==> src/hdl/rcsmt_pkg.sv <==
// ---------------------------------------------------------------------------
// rcsmt_pkg
// Shared types and constants of the candidate select and median tracker.
// ---------------------------------------------------------------------------
package rcsmt_pkg;

    localparam int COORD_W = 12;
    localparam int NUM_C   = 4;
    localparam int QUOT_W  = COORD_W + 16;
    localparam int PROD_W  = 2 * QUOT_W;
    localparam int DIST_W  = 36;
    localparam int ACC_W   = DIST_W + 2;
    localparam int LIMIT_W = 32;
    localparam int IDX_W   = 3;

    localparam logic [IDX_W-1:0] REG_DEF_X = 3'd0;
    localparam logic [IDX_W-1:0] REG_DEF_Y = 3'd1;
    localparam logic [IDX_W-1:0] REG_DEF_W = 3'd2;
    localparam logic [IDX_W-1:0] REG_DEF_H = 3'd3;
    localparam logic [IDX_W-1:0] REG_LIMIT = 3'd4;

    localparam logic [COORD_W-1:0] RST_DEF_X = 12'd68;
    localparam logic [COORD_W-1:0] RST_DEF_Y = 12'd39;
    localparam logic [COORD_W-1:0] RST_DEF_W = 12'd100;
    localparam logic [COORD_W-1:0] RST_DEF_H = 12'd180;
    localparam logic [LIMIT_W-1:0] RST_LIMIT = 32'd206955594;

    localparam logic [DIST_W-1:0] DIST_SAT = {DIST_W{1'b1}};

    // coordinate order x, y, w, h
    typedef logic [NUM_C-1:0][COORD_W-1:0] rect_t;

    typedef struct packed {
        logic load;
        logic step;
    } cell_ctl_t;

endpackage

==> src/hdl/rcsmt_cell.sv <==
// ---------------------------------------------------------------------------
// rcsmt_cell
// One window slot: stored rectangle, circulating copy and rank counters.
// ---------------------------------------------------------------------------
module rcsmt_cell #(
    parameter int CW = 4
) (
    input  logic                 aclk,
    input  logic                 aresetn,
    input  rcsmt_pkg::cell_ctl_t ctl,
    input  logic                 own_we,
    input  rcsmt_pkg::rect_t     own_in,
    input  rcsmt_pkg::rect_t     own_rst,
    input  rcsmt_pkg::rect_t     trav_in,
    output rcsmt_pkg::rect_t     own_out,
    output rcsmt_pkg::rect_t     trav_out,
    output logic [rcsmt_pkg::NUM_C-1:0][CW-1:0] lt_cnt,
    output logic [rcsmt_pkg::NUM_C-1:0][CW-1:0] le_cnt
);
    import rcsmt_pkg::*;

    rect_t                   own_reg;
    rect_t                   trav_reg;
    logic [NUM_C-1:0][CW-1:0] lt_reg;
    logic [NUM_C-1:0][CW-1:0] le_reg;

    always_ff @(posedge aclk) begin
        if (!aresetn) begin
            own_reg <= own_rst;
        end else if (own_we) begin
            own_reg <= own_in;
        end
    end

    always_ff @(posedge aclk) begin
        if (ctl.load) begin
            trav_reg <= own_reg;
            lt_reg   <= '0;
            le_reg   <= '0;
        end else if (ctl.step) begin
            trav_reg <= trav_in;
            for (int c = 0; c < NUM_C; c++) begin
                lt_reg[c] <= lt_reg[c] + CW'(trav_reg[c] < own_reg[c]);
                le_reg[c] <= le_reg[c] + CW'(trav_reg[c] <= own_reg[c]);
            end
        end
    end

    assign own_out  = own_reg;
    assign trav_out = trav_reg;
    assign lt_cnt   = lt_reg;
    assign le_cnt   = le_reg;

endmodule
==> config.mk <==
export PLATFORM = sky130hd
export DESIGN_NAME = rcsmt_cell
export DESIGN_NICKNAME = d
export VERILOG_FILES = /design/src/hdl/rcsmt_pkg.sv /design/src/hdl/rcsmt_cell.sv
export SDC_FILE = /design/constraint.sdc
export NUM_CORES = 1
export LEC_CHECK = 0
export BUFFER_PORTS_ARGS = -buffer_cell sky130_fd_sc_hd__buf_4
export CORE_MARGIN = 4
export CORE_UTILIZATION = 50
export CTS_BUF_LIST = sky130_fd_sc_hd__clkbuf_2 sky130_fd_sc_hd__clkbuf_4 sky130_fd_sc_hd__clkbuf_8
export DETAILED_ROUTE_END_ITERATION = 10
export PLACE_DENSITY = 0.82
export SLEW_MARGIN = 10
export SYNTH_ARGS = -nofsm -noshare
export SYNTH_HDL_FRONTEND = slang
export SYNTH_SLANG_ARGS = --single-unit
==> constraint.sdc <==
create_clock -name aclk -period 2.62 [get_ports aclk]
set_clock_uncertainty 0.1 [all_clocks]
set_input_delay 0.262 -clock aclk [delete_from_list [all_inputs] [get_ports aclk]]
set_output_delay 0.262 -clock aclk [all_outputs]
set_load 0.05 [all_outputs]
# After elaboration in Yosys (flattened, before gate mapping)
# Index checks and enable logic that the tools add are counted.
op_classes:
  addsub: 8
  n_lt_le_gt_ge: 8
  n_eq_ne: 1
  mux: 4
  reduce_logical: 1
ops:
  columns: ["cell", "count"]
  rows:
  - ["2-to-1 mux 48 bit", 4]
  - ["<= comparator 12 bit", 4]
  - ["less-than comparator 12 bit", 4]
  - ["adder 4 x 1 -> 4 bit", 8]
  - ["!= test 2 x 1 -> 1 bit, second input constant", 1]
  - ["nonzero test 2 bit", 1]
totals:
  reg_bits: 128
  input_bits: 149

# Longest topological paths before layout
depth:
  ltp_word: 2
  depth_mapped: 11
  mapped_depth_nobuf: 11

# Least setup slack after synthesis
# Ideal clock, no wire load.
synth_timing:
  kind: "register to register"
  start: "register own_reg (netlist bit own_out[10])"
  end: "register le_reg (netlist bit le_cnt[1])"
  setup_ps: 117
  arrival_time_ps: 2318
  required_ps: 2403
  slack_ps: 85
  path_stages_with_launch: 10
  n_path_buf: 0
  path_cell_list: "edfxtp_1 -> inv_1 -> ha_1 -> nand4_1 -> or4_1 -> o31ai_1 -> ha_1 -> ha_1 -> mux2i_1 -> nor2_1"
synth_via:
  elab_chain_len: 2
synth_rtl:
  columns: ["item", "line_no", "source"]
  rows:
  - ["start, declared", "rcsmt_cell.sv:22", "rect_t own_reg;"]
  - ["start signal, assigned", "rcsmt_cell.sv:29", "own_reg <= own_rst;"]
  - ["start signal, assigned", "rcsmt_cell.sv:31", "own_reg <= own_in;"]
  - ["<= comparator 12 bit", "rcsmt_cell.sv:44", "le_reg[c] <= le_reg[c] + CW'(trav_reg[c] <= own_reg[c]);"]
  - ["adder 4 x 1 -> 4 bit", "rcsmt_cell.sv:44", null]
  - ["end signal, assigned by index", "rcsmt_cell.sv:44", null]
  - ["end, declared", "rcsmt_cell.sv:25", "logic [NUM_C-1:0][CW-1:0] le_reg;"]
# Every way passes these cells.
# A chain may end at the register's enable or synchronous reset.

# Worst setup path in the final report
layout_timing:
  start: "register own_reg (netlist bit own_out[11])"
  end: "register le_reg (netlist bit le_cnt[2])"
# Same word-level chain as after synthesis.

==> flow_summary.toml <==
[outcome]
outcome = "finished clean"

[logic_synthesis]
synth_area_um2 = 6640
synth_edf_count = 96
netlist_instances = 514
synth_cell_types = 29
ys_seq_area_frac = 0.531
synthMuxAreaShare = 0.187
syn-num-nets = 727
yosys.area_share.adder = 0.121
synth-compound-area-share = 0.0379
synthArstFlopShare = 0
synth_top_family_by_area = "multiplexers"
synth-seq-cells = 128
yosys.area_share.simple = 0.0581
synth_xor_area_frac = 0.0211
avgSynthCellArea_um2 = 12.9
synth_flop_cell = "edfxtp_1"
synth_warnings = 0

[cells_and_area]
final_cell_mix = "buf_4, mux2_2, edfxtp_1, dlygate4sd3_1, ha_1"
final_common_cell = "buf_4"
final_net_count = 1085
drive_gt1_frac = 0.470
fin_area_um2 = 10100
area_growth_pct = 51.8
final_util = 0.786
instances_no_fill = 1059

[routing]
wl_um = 21100
wl_per_cell_um = 19.9
drcViolationCount = 0
wl_met2_um = 11100
drtAntennaViolNets = 0
drt_pass1_iterations = 5
vias = 5612
via_per_inst = 5.30
wl_met3_um = 1600
top_layer = "met4"
drtIter0Drc = 286
met1_length_um = 7610

[global_route]
antenna_found_initial = 1
grt.overflow.total = 0
first_global_vias = 5883
grt_pass1_wl_um = 31600
grt_max_degree = 50
grtUsageTotal = 0.280

[cts]
cts_inserted_buffers = 17
cts_max_level = 4
cts.sinks = 128
cts-root-buf = "clkbuf_8"
clk_pin_slew_ns = 0.08
postCtsSetupRepairBufs = 0
clk_path_buf_depth = 2
clk_latency_ns = 0.45
cts_tree = "yes"

[sta]
fin_crit_sh = 0.944
final.setup.tns_ns = 0
setup_viol = 0
fin_crit_ns = 2.47
maxSlewViolCount = 0
relSlewSlack = 0.553
clock.fmax_mhz = 405
finalHoldViolCount = 0
tightest_slew_ns = 0.670
whs_ns = 0.0195

[setup_path]
slowest_delay_ns = 0.55
critical_path_arrival_ns = 2.70
cp_cell_sequence = "inv_1 > ha_1 > nand4_1 > or4_1 > o31ai_2 > ha_1 > ha_1 > nand2_1 > xor2_1 > nor2_1"
crit_type = "reg -> reg"
crit_path_end_kind = "flip-flop"
path_delay_family = "simple AND/OR/NAND/NOR gates"
start_kind = "flip-flop"
crit_path_frequent_cell = "ha_1"
crit_required_ns = 2.85
crit_path_max_fanout = 3
crit_buf_inv = 1
cp_slowest_cell = "or4_1"

[power]
power.density_nw_per_um2 = 648
leakage_nw = 4.67
vdd_drop_max_mv = 0.543

[placed_design]
dp_hpwl_um = 14300
place_inst = 951
place_area_um2 = 8910
place_congestion = 0.783
io_buffers = 276

[job]
cap_violations = 0

[floorplan]
initial_core_util = 0.518
num_rows = 41
io_pins = 277
die-height_um = 123
core_area_um2 = 12800
die-area_um2 = 15200
fp.dieW_um = 123

[worst_hold_path]
hold_class = "in -> reg"
-- report_power, final --
| part | switching, mW | total (mW) | leakage, nW | internal, mW |
|---|---|---|---|---|
| registers | 0.172 | 2.60 | 1.24 | 2.43 |
| clock network | 0.772 | 1.77 | 0.218 | 0.994 |
| logic | 1.32 | 2.16 | 3.21 | 0.844 |
-- Yosys cell counts, types with 3 or more instances --
master / number / share of area
a21boi_0: 3 / 0.0034
a21oi_1: 17 / 0.013
buf_2: 17 / 0.013
dfxtp_1: 32 / 0.097
edfxtp_1: 96 / 0.43
ha_1: 64 / 0.12
inv_1: 54 / 0.031
mux2_2: 96 / 0.16
mux2i_1: 16 / 0.024
nand2_1: 12 / 0.0068
nand3_1: 7 / 0.0053
nand4_1: 17 / 0.016
nor2_1: 35 / 0.020
nor3_1: 4 / 0.0030
o21a_1: 6 / 0.0068
o21bai_1: 3 / 0.0034
o22ai_1: 3 / 0.0028
o31ai_1: 4 / 0.0045
or4_1: 3 / 0.0034
xor2_1: 16 / 0.021
-- repair_timing --
action                     in CTS  in global routing
setup endpoints to repair       0                  6
hold endpoints to repair       53                  2
resized for setup               0                  3
hold buffers                   72                  2
-- logic make-up after synthesis --
kind of cell | after synthesis
buf+inv | 72
fa+ha+maj | 64
simple gates | 82
flops | 128
mux | 112
compound gates | 40
xor+xnor | 16
-- stage by stage --
stage,total power [mW],setup WS (ns)
after global routing,6.80,-0.0117
after CTS,6.51,0.132
after floorplan,3.93,0.0851
final,6.53,0.148
after detailed placement,4.67,0.171
after global placement,4.60,0.244
-- state kept, by name (all words and copies together), names as in the netlist --
name      count
lt_cnt       16
le_cnt       16
own_out      48
trav_out     48
-- layout make-up --
class / count / area (um2)
Antenna cell: 2 / 5.00
Clock buffer: 26 / 327
Clock inverter: 6 / 80.1
Fill cell: 769 / 2750
Inverter: 54 / 203
Multi-Input combinational cell: 314 / 2840
Sequential cell: 128 / 3520
Tap cell: 172 / 215
Timing Repair Buffer: 357 / 2890
-- final timing paths --
| kind | startpoint | to | slack [ns] | cells after the start |
|---|---|---|---|---|
| min reg2reg | lt_cnt[15] | lt_cnt[15] | 0.43 | 2 |
| max | own_out[11] | le_cnt[2] | 0.15 | 10 |
| min | own_rst[37] | own_out[37] | 0.02 | 2 |
| max reg2reg | own_out[11] | le_cnt[2] | 0.15 | 10 |
-- routing by layer --
metal / GRT usage / vias to the layer above
met5: 0 / -
met4: 0.134 / 0
met3: 0.0823 / 59
met2: 0.497 / 246
met1: 0.307 / 2719
li1: - / 2588
Note: power is estimated with default switching activity, not from simulation.
