==> src/hdl/rcsmt_pkg.sv <==
// ---------------------------------------------------------------------------
// rcsmt_pkg
// Shared types and constants of the candidate select and median tracker.
// ---------------------------------------------------------------------------
package rcsmt_pkg;

    localparam int COORD_W = 12;
    localparam int NUM_C   = 4;
    localparam int QUOT_W  = COORD_W + 16;
    localparam int PROD_W  = 2 * QUOT_W;
    localparam int DIST_W  = 36;
    localparam int ACC_W   = DIST_W + 2;
    localparam int LIMIT_W = 32;
    localparam int IDX_W   = 3;

    localparam logic [IDX_W-1:0] REG_DEF_X = 3'd0;
    localparam logic [IDX_W-1:0] REG_DEF_Y = 3'd1;
    localparam logic [IDX_W-1:0] REG_DEF_W = 3'd2;
    localparam logic [IDX_W-1:0] REG_DEF_H = 3'd3;
    localparam logic [IDX_W-1:0] REG_LIMIT = 3'd4;

    localparam logic [COORD_W-1:0] RST_DEF_X = 12'd68;
    localparam logic [COORD_W-1:0] RST_DEF_Y = 12'd39;
    localparam logic [COORD_W-1:0] RST_DEF_W = 12'd100;
    localparam logic [COORD_W-1:0] RST_DEF_H = 12'd180;
    localparam logic [LIMIT_W-1:0] RST_LIMIT = 32'd206955594;

    localparam logic [DIST_W-1:0] DIST_SAT = {DIST_W{1'b1}};

    // coordinate order x, y, w, h
    typedef logic [NUM_C-1:0][COORD_W-1:0] rect_t;

    typedef struct packed {
        logic load;
        logic step;
    } cell_ctl_t;

endpackage

==> src/hdl/rcsmt_div.sv <==
// ---------------------------------------------------------------------------
// rcsmt_div
// One bit per cycle (while step is high) restoring divider for |c - d| * 65536 / d.
// ---------------------------------------------------------------------------
module rcsmt_div (
    input  logic                          aclk,
    input  logic                          start,
    input  logic                          step,
    input  logic [rcsmt_pkg::COORD_W-1:0] coord,
    input  logic [rcsmt_pkg::COORD_W-1:0] dflt,
    output logic [rcsmt_pkg::QUOT_W-1:0]  quot,
    output logic                          zero_div
);
    import rcsmt_pkg::*;

    logic [COORD_W-1:0] diff;
    logic [COORD_W:0]   rem_reg;
    logic [COORD_W:0]   shifted;
    logic [QUOT_W-1:0]  dq_reg;
    logic [COORD_W-1:0] d_reg;
    logic               ge;

    assign diff    = (coord >= dflt) ? (coord - dflt) : (dflt - coord);
    assign shifted = {rem_reg[COORD_W-1:0], dq_reg[QUOT_W-1]};
    assign ge      = shifted >= {1'b0, d_reg};

    always_ff @(posedge aclk) begin
        if (start) begin
            rem_reg <= '0;
            dq_reg  <= {diff, 16'd0};
            d_reg   <= dflt;
        end else if (step) begin
            rem_reg <= ge ? (shifted - {1'b0, d_reg}) : shifted;
            dq_reg  <= {dq_reg[QUOT_W-2:0], ge};
        end
    end

    assign quot     = dq_reg;
    assign zero_div = (d_reg == '0);

endmodule

==> config.mk <==
export PLATFORM = sky130hd
export DESIGN_NAME = rcsmt_div
export DESIGN_NICKNAME = d
export VERILOG_FILES = /design/src/hdl/rcsmt_pkg.sv /design/src/hdl/rcsmt_div.sv
export SDC_FILE = /design/constraint.sdc
export NUM_CORES = 1
export LEC_CHECK = 0
export ABC_AREA = 1
export ABC_CLOCK_PERIOD_IN_PS = 3300
export CORE_MARGIN = 5
export CORE_UTILIZATION = 28
export CTS_BUF_LIST = sky130_fd_sc_hd__clkbuf_4 sky130_fd_sc_hd__clkbuf_8 sky130_fd_sc_hd__clkbuf_16
export CTS_CLUSTER_DIAMETER = 80
export DETAILED_ROUTE_END_ITERATION = 10
export DONT_BUFFER_PORTS = 1
export SLEW_MARGIN = 25
export SYNTH_ARGS = -nofsm -noshare
export SYNTH_HDL_FRONTEND = slang
export SYNTH_SLANG_ARGS = --single-unit
==> constraint.sdc <==
create_clock -name aclk -period 3.3 [get_ports aclk]
set_clock_uncertainty 0.15 [all_clocks]
set_input_delay 0.33 -clock aclk [delete_from_list [all_inputs] [get_ports aclk]]
set_output_delay 0.33 -clock aclk [all_outputs]
set_load 0.005 [all_outputs]
---- Word level (Yosys, flattened, before mapping) ----
Cells that the tools add are included.
word-level totals
  output and inout port bits .............. 29
  flip-flop bits (word level) ............. 52
  bits of input ports ..................... 27
  word-level logic and storage cells ...... 15
operators by class
  multiplexer cells ....................... 4
  $add $sub $neg .......................... 3
  $lt $le $gt $ge ......................... 2
  reduce and logical (&&, ||, !) cells .... 2
operators with widths
  kind                                          number
  two-way mux 28 bit                            2
  subtractor 12 bit                             3
  two-way mux 12 bit                            2
  greater-or-equal comparator 13 x 12 -> 1 bit  1
  greater-or-equal comparator 12 bit            1
  logical NOT 12 bit                            1
  nonzero test 2 bit                            1

---- Logic depth before layout (Yosys ltp) ----
Gate-level depths: netlist of the first run.
  word-level depth ........................ 3
  gate-level depth with buffers ........... 15
  depth with buffers taken out ............ 14

---- Worst setup path after synthesis of the first run ----
OpenSTA, ideal clock, no wires.
  kind .................................... input -> register
  start point ............................. input coord[0] (netlist bit)
  end point ............................... register dq_reg[17] (netlist: quot[17]), data pin
  library setup time ...................... 0.253 ns
  slack ................................... 1.290 ns
  cell stages on the path ................. 12
  required time ........................... 2.897 ns
  arrival ................................. 1.607 ns
  buffers on the path ..................... 1
  path through ............................ inv_1 ha_1 fa_1 inv_1 nand2_1 nand2_2 o21ai_2 nand3_2 buf_6 nand2_1 nand3_1 nand2_1
between the ends
  word-level cells in the longest chain between the ends .. 3
  elaborated cells between the ends (all ways) .. 5
  classes of those cells .................. 2 x add/sub; 1 x order compare; 2 x mux
ends and longest elaborated chain
  item                                                                            line             RTL
  from (decl)                                                                     rcsmt_div.sv:9   input logic [rcsmt_pkg::COORD_W-1:0] coord,
  subtractor 12 bit / greater-or-equal comparator 12 bit (equally long branches)  rcsmt_div.sv:23  assign diff = (coord >= dflt) ? (coord - dflt) : (dflt - coord);
  two-way mux 12 bit *                                                            rcsmt_div.sv:23
  two-way mux 28 bit *                                                            rcsmt_div.sv:28  if (start) begin
  to (signal assigned)                                                            rcsmt_div.sv:30  dq_reg <= {diff, 16'd0};
  to (signal assigned)                                                            rcsmt_div.sv:34  dq_reg <= {dq_reg[QUOT_W-2:0], ge};
  to (decl)                                                                       rcsmt_div.sv:19  logic [QUOT_W-1:0] dq_reg;
Every way passes the cells marked *; elsewhere a longest branch is shown, timed or not.
A chain may end at the register's enable or synchronous reset.

---- Final worst setup path of the first run ----
  start point ............................. register d_reg[1]
  end point ............................... register rem_reg[11]
between the ends
  word-level cells in the longest chain between the ends .. 2
  elaborated cells between the ends (all ways) .. 3
  classes of those cells .................. 1 x add/sub; 1 x order compare; 1 x mux
ends and longest elaborated chain
  item                                                                                      line                              RTL
  from (decl)                                                                               rcsmt_div.sv:20                   logic [COORD_W-1:0] d_reg;
  from (signal assigned)                                                                    rcsmt_div.sv:31                   d_reg <= dflt;
  subtractor 12 bit / greater-or-equal comparator 13 x 12 -> 1 bit (equally long branches)  rcsmt_div.sv:33, rcsmt_div.sv:25
  two-way mux 12 bit *                                                                      rcsmt_div.sv:33                   rem_reg <= ge ? (shifted - {1'b0, d_reg}) : shifted;
  to (signal assigned)                                                                      rcsmt_div.sv:33
  to (decl)                                                                                 rcsmt_div.sv:17                   logic [COORD_W:0] rem_reg;
Marked as above.

==> results of run 1 <==
path summary, 6_finish.rpt:
check / start / endpoint / slack (ps) / depth (start not counted)
min reg2reg: rem_reg[8] / rem_reg[8] / 330 / 2
min: start / quot[27] / 70 / 2
max: d_reg[1] / rem_reg[11] / 1150 / 12
max reg2reg: d_reg[1] / rem_reg[11] / 1150 / 12
cells in the final DEF, fill, tap and decap left out, types with 2 or more instances in the layout:
master,count
dlygate4sd3_1,13
clkbuf_16,6
o22ai_1,16
xnor2_1,8
inv_1,118
inv_2,5
o21ai_0,2
nand4_1,25
edfxtp_1,24
buf_4,6
xor2_1,9
o21bai_1,3
nand2_2,3
ha_1,35
a21oi_1,15
nand3_2,2
clkinv_1,3
nor2_1,26
dfxtp_1,28
nand3_1,40
fa_1,3
nor3_1,3
nand2_1,240
metrics by stage:
| stage | instances | power (mW) | setup WS, ps |
|---|---|---|---|
| 2_1_floorplan | 633 | 1.18 | 1290 |
| 3_3_place_gp | 806 | 1.30 | 960 |
| 3_5_place_dp | 806 | 1.29 | 936 |
| 4_1_cts | 827 | 1.89 | 1120 |
| 5_1_grt | 827 | 2.00 | 841 |
| 6_report | 827 | 1.87 | 1150 |
logic make-up (layout without fill, tap and decap cells):
logic type / Yosys count / after routing / synth area share, %
simple gates: 343 / 343 / 34.5
buf+inv: 142 / 152 / 13.3
flops: 52 / 52 / 30.8
compound gates: 41 / 41 / 5.86
fa+ha+maj: 38 / 38 / 12.0
xor+xnor: 17 / 17 / 3.57
report_power, final:
| group | switching [mW] | total, mW | leakage (nW) | internal (mW) |
|---|---|---|---|---|
| Clock | 0.246 | 0.572 | 0.0796 | 0.327 |
| Sequential | 0.0340 | 0.765 | 0.472 | 0.731 |
| Combinational | 0.341 | 0.533 | 1.88 | 0.192 |
final cells by class:
type,count,share of cell area [%]
Clock buffer,6,3.23
Clock inverter,2,0.269
Inverter,125,10.1
Multi-Input combinational cell,439,50.1
Sequential cell,52,27.6
Tap cell,184,4.95
Timing Repair Buffer,19,3.77
worst register-to-register path, delay by kind of cell, from the launching register on:
family | cells | cell delay [ps]
adders and majority gates | 1 | 250
buffers and inverters | 1 | 90
DFF | 1 | 440
and+or+nand+nor | 10 | 1130
what timing repair did:
item / CTS / global route
resized for setup: 0 / 0
hold buffers: 13 / 0
endpoints found under the hold margin: 24 / 0
routing by layer:
layer	share of wire, %	global-route usage (%)
met1	42	15.0
met2	50	23.4
met3	5.2	3.36
met4	2.4	3.94
met5	0	0
==> flow_metrics.tcl, run 1 <==
set metrics [dict create \
    status "complete, no violations" \
    grt-ovfl-total 0 \
    detail_route.wl_per_cell_um 13.6 \
    fin_crit_sh_pct 65.2 \
    required_ps 3350 \
    multi_input_area_um2 2330 \
    gp_congestion 0.906 \
    timing.final.max_slew_violations 0 \
    p_per_area_nw_per_um2 403 \
    cts_inserted_buffers 5 \
    tightest_slew_ps 642 \
    clock.fmax_ghz 0.465 \
    syn_inst 633 \
    setup_tns_ps 0 \
    place_area_um2 4360 \
    final-hold-violation-count 0 \
    ys_warn_count 0 \
    worst-path-buf-inv 1 \
    synth.top_cell.area_share_pct 21.6 \
    rows 44 \
    dieArea_um2 17400 \
    yosysSeqAreaShare_pct 30.8 \
    syn2layout_area_growth_pct 11.6 \
    clkTransAtPathRegs_ps 80 \
    area.sequential_um2 1280 \
    clock_path_buffers 2 \
    largest_reg_flops 28 \
    dr.pass1.iters 5 \
    grt_max_degree 23 \
    ios 56 \
    core_area_um2 14600 \
    cp_slowest_stage_delay_ps 440 \
    grt_usage_pct 13.0 \
    min_period_ps 2150 \
    fin_util_pct 31.9 \
    ys_types 33 \
    setup_viol 0 \
    maxCapViolations 0 \
    drc_errors 0 \
    endpoint_kind "flop" \
    num_vias 3837 \
    layout.nets 707 \
    yosysTopAreaCell "nand2_1" \
    post_cts_buffers 0 \
    crit_top_cell "nand2_1" \
    cts_root_buffer "clkbuf_16" \
    yosys-top-cells-area "nand2_1 (22%), edfxtp_1 (17%), dfxtp_1 (13%)" \
    cts_tree "done" \
    ant_nets 0 \
    slew_headroom_pct 57.1 \
    critical_path_class "reg2reg" \
    worst_hold_slack_ps 74.1 \
    hpwl_mm 8.92 \
    grt_pass1_vias 3785 \
    crit_chain "inv_1, ha_1, nand3_1, nand3_1, nand2_1, nand2_1, nand2_1, nand3_2, nand2_1, nand2_1, nand2_1, nand2_1" \
    rsz0062_at_grt "false" \
    antenna_cells 0 \
    htree_levels 2 \
    fillCellCount 1579 \
    numPortBuffers 0 \
    ys_top_cells_by_count "nand2_1 (240), inv_1 (118), nand3_1 (40)" \
    slowest_stage "edfxtp_1" \
    synth_seq_cells 52 \
    final_area_um2 4650 \
    arrival_ps 2210 \
    ys.flop_type "dfxtp_1" \
    drtIter0Drc 261 \
    clkLatencyLatePin_ps 300 \
    drt_wl_total_mm 11.2 \
    grt_pass1_wl_mm 18.7 \
    die_w_um 132 \
    synth_area_per_cell_um2 6.58 \
    synth_async_sr_flop_share_pct 0 \
    leakage_nw 2.43 \
    synth_nets 698 \
    clkSinkCount 52 \
    crit_family "simple AND/OR/NAND/NOR gates" \
    die_y_um 132 \
    grt_antenna_before_repair 0 \
    hold_class "in2reg" \
    netlist_area_um2 4170 \
    initial_core_util_pct 28.6 \
    cp-start-kind "flop" \
    cp_max_fo 13 \
    drive_above_1_share_pct 4.35 \
    viasPerCell 4.64 \
    synth.most_common_cell "nand2_1" \
    synth_edf_count 24 \
    ir_drop_mv 0.179 \
]
No activity file was read; power rests on OpenSTA's default activity.
==> inputs of run 2 (changes only) <==
ABC_CLOCK_PERIOD_IN_PS = 1930   (was 3300)
clock period = 1.93 ns   (was 3.3 ns; I/O delays follow)
==> flow_metrics.tcl, run 2 (synthesized netlist as in run 1, its figures left out) <==
set metrics [dict create \
    viasPerCell 4.57 \
    worst_hold_slack_ps 25.6 \
    ff2ff_setup_slack_ps 30 \
    syn2layout_area_growth_pct 31.1 \
    place_inst 866 \
    r2r_cells 11 \
    setup_viol 0 \
    fin_util_pct 37.4 \
    clkLatencyLatePin_ps 300 \
    place_ws_ps -109 \
    maxCapViolations 0 \
    tightest_slew_ps 1020 \
    initial_core_util_pct 28.6 \
    fillCellCount 1546 \
    drt_wl_total_mm 12.1 \
    dieArea_um2 17400 \
    grt_usage_pct 13.4 \
    arrival_ps 1990 \
    dr.pass1.iters 4 \
    num_vias 4063 \
    wl_met2_mm 6.37 \
    required_ps 2020 \
    final-hold-violation-count 0 \
    drtIter0Drc 226 \
    m1WireLength_mm 5.01 \
    min_period_ps 1900 \
    detail_route.wl_per_cell_um 13.6 \
    clock.fmax_ghz 0.527 \
    p_per_area_nw_per_um2 640 \
    grt-ovfl-total 0 \
    drc_errors 0 \
    critPathLaunch "d_reg[10]" \
    layout.nets 769 \
    wl_met3_um 510 \
    r2r-end "rem_reg[1]" \
    mostFrequentLayoutCells "nand2_1 (225), inv_1 (107), buf_4 (61), nand3_1 (32), dfxtp_1 (28)" \
    gp_congestion 0.913 \
    hold_class "in2reg" \
    die_w_um 132 \
    critical_path_class "reg2reg" \
    hpwl_mm 9.35 \
    clkTransAtPathRegs_ps 70 \
    grt_pass1_wl_mm 19.4 \
    antenna_cells 0 \
    timing.final.max_slew_violations 0 \
    mostFrequentLayoutCell "nand2_1" \
    drive_above_1_share_pct 21.8 \
    setup_slack_ps 31.8 \
    ios 56 \
    grt_pass1_vias 4078 \
    cts_tree "done" \
    htree_levels 2 \
    status "complete, no violations" \
    cp-start-kind "flop" \
    grt_max_degree 29 \
    clock_path_buffers 2 \
    crit_end "rem_reg[1]" \
    core_area_um2 14600 \
    slew_headroom_pct 32.0 \
    leakage_nw 2.78 \
    ant_nets 0 \
    clkSinkCount 52 \
    grt_antenna_before_repair 0 \
    endpoint_kind "flop" \
    routed.top_layer "met4" \
    die_y_um 132 \
    largest_reg_flops 28 \
    p_total_mw 3.50 \
    numPortBuffers 0 \
    rsz0062_at_grt "true" \
    ir_drop_mv 0.366 \
    cp_max_fo 6 \
    final_cells 889 \
    area.sequential_um2 1280 \
    rows 44 \
    multi_input_area_um2 2670 \
    r2r-start "d_reg[10]" \
    cts_root_buffer "clkbuf_16" \
    fin_crit_sh_pct 98.4 \
    cts_inserted_buffers 5 \
]
run 2: changes by cell type in the layout (fill, tap and decap cells not counted), moves of 4 or more:
cell	previous run	this run
a21oi_1	15	9
nand3_1	40	32
nand3_2	2	8
nor2_1	26	21
buf_6	0	7
inv_1	118	107
a21oi_2	1	5
ha_1	35	23
buf_4	6	61
nor2_2	1	5
ha_4	0	12
inv_2	5	16
nand2_2	3	16
nand2_1	240	225
run 2: critical path: stages, from the launching register on:
cell	delay (ps)
edfxtp_1	380
inv_2	100
ha_4	220
nand2_4	90
nor3_4	50
buf_4	160
a21oi_4	220
nand3_4	120
buf_6	150
nand2_1	70
nand3_1	80
nand2_1	60
run 2: metal layers:
layer / vias up / track usage [%]
li1: 2114 / -
met1: 1852 / 15.2
met2: 76 / 25.2
met3: 21 / 2.82
met4: 0 / 3.77
met5: - / 0
run 2: report_power, final:
| group | total [mW] | internal [mW] | leakage [nW] | switching [mW] |
|---|---|---|---|---|
| registers | 1.32 | 1.25 | 0.472 | 0.0687 |
| logic | 1.27 | 0.571 | 2.23 | 0.699 |
| clock network | 0.907 | 0.480 | 0.0754 | 0.426 |
| total | 3.50 | 2.30 | 2.78 | 1.19 |
run 2: what timing repair did:
action                     in CTS  in global routing
hold endpoints to repair       35                  0
gates resized for setup        14                 70
pin swaps                       1                 13
hold buffers                   13                  0
buffers inserted                0                  2
setup endpoints to repair      13                 13
run 2: how the worst min path moves through the flow:
stage                  start        end  slack, ps  cells after the start
global route           start   quot[16]         40                      2
finish                 start   quot[16]         30                      2
detailed placement  dflt[11]  d_reg[11]        140                      0
global placement    dflt[11]  d_reg[11]        140                      0
CTS                    start   quot[16]         20                      2
floorplan            dflt[0]   d_reg[0]        140                      0
run 2: area by class of cell:
type | instances | area share [%]
multi-input cells | 439 | 48.9
flip-flops and latches | 52 | 23.5
repair buffers | 81 | 12.2
inverters | 125 | 8.63
well taps | 184 | 4.21
clock buffers | 5 | 2.29
clock inverters | 3 | 0.321
run 2: through the flow:
| stage | cell area [µm²] | setup TNS, ps |
|---|---|---|
| 5_1_grt | 5460 | -490 |
| 2_1_floorplan | 4170 | 0 |
| 6_report | 5460 | 0 |
| 4_1_cts | 5160 | 0 |
| 3_5_place_dp | 4810 | -1550 |
| 3_3_place_gp | 4810 | -2070 |
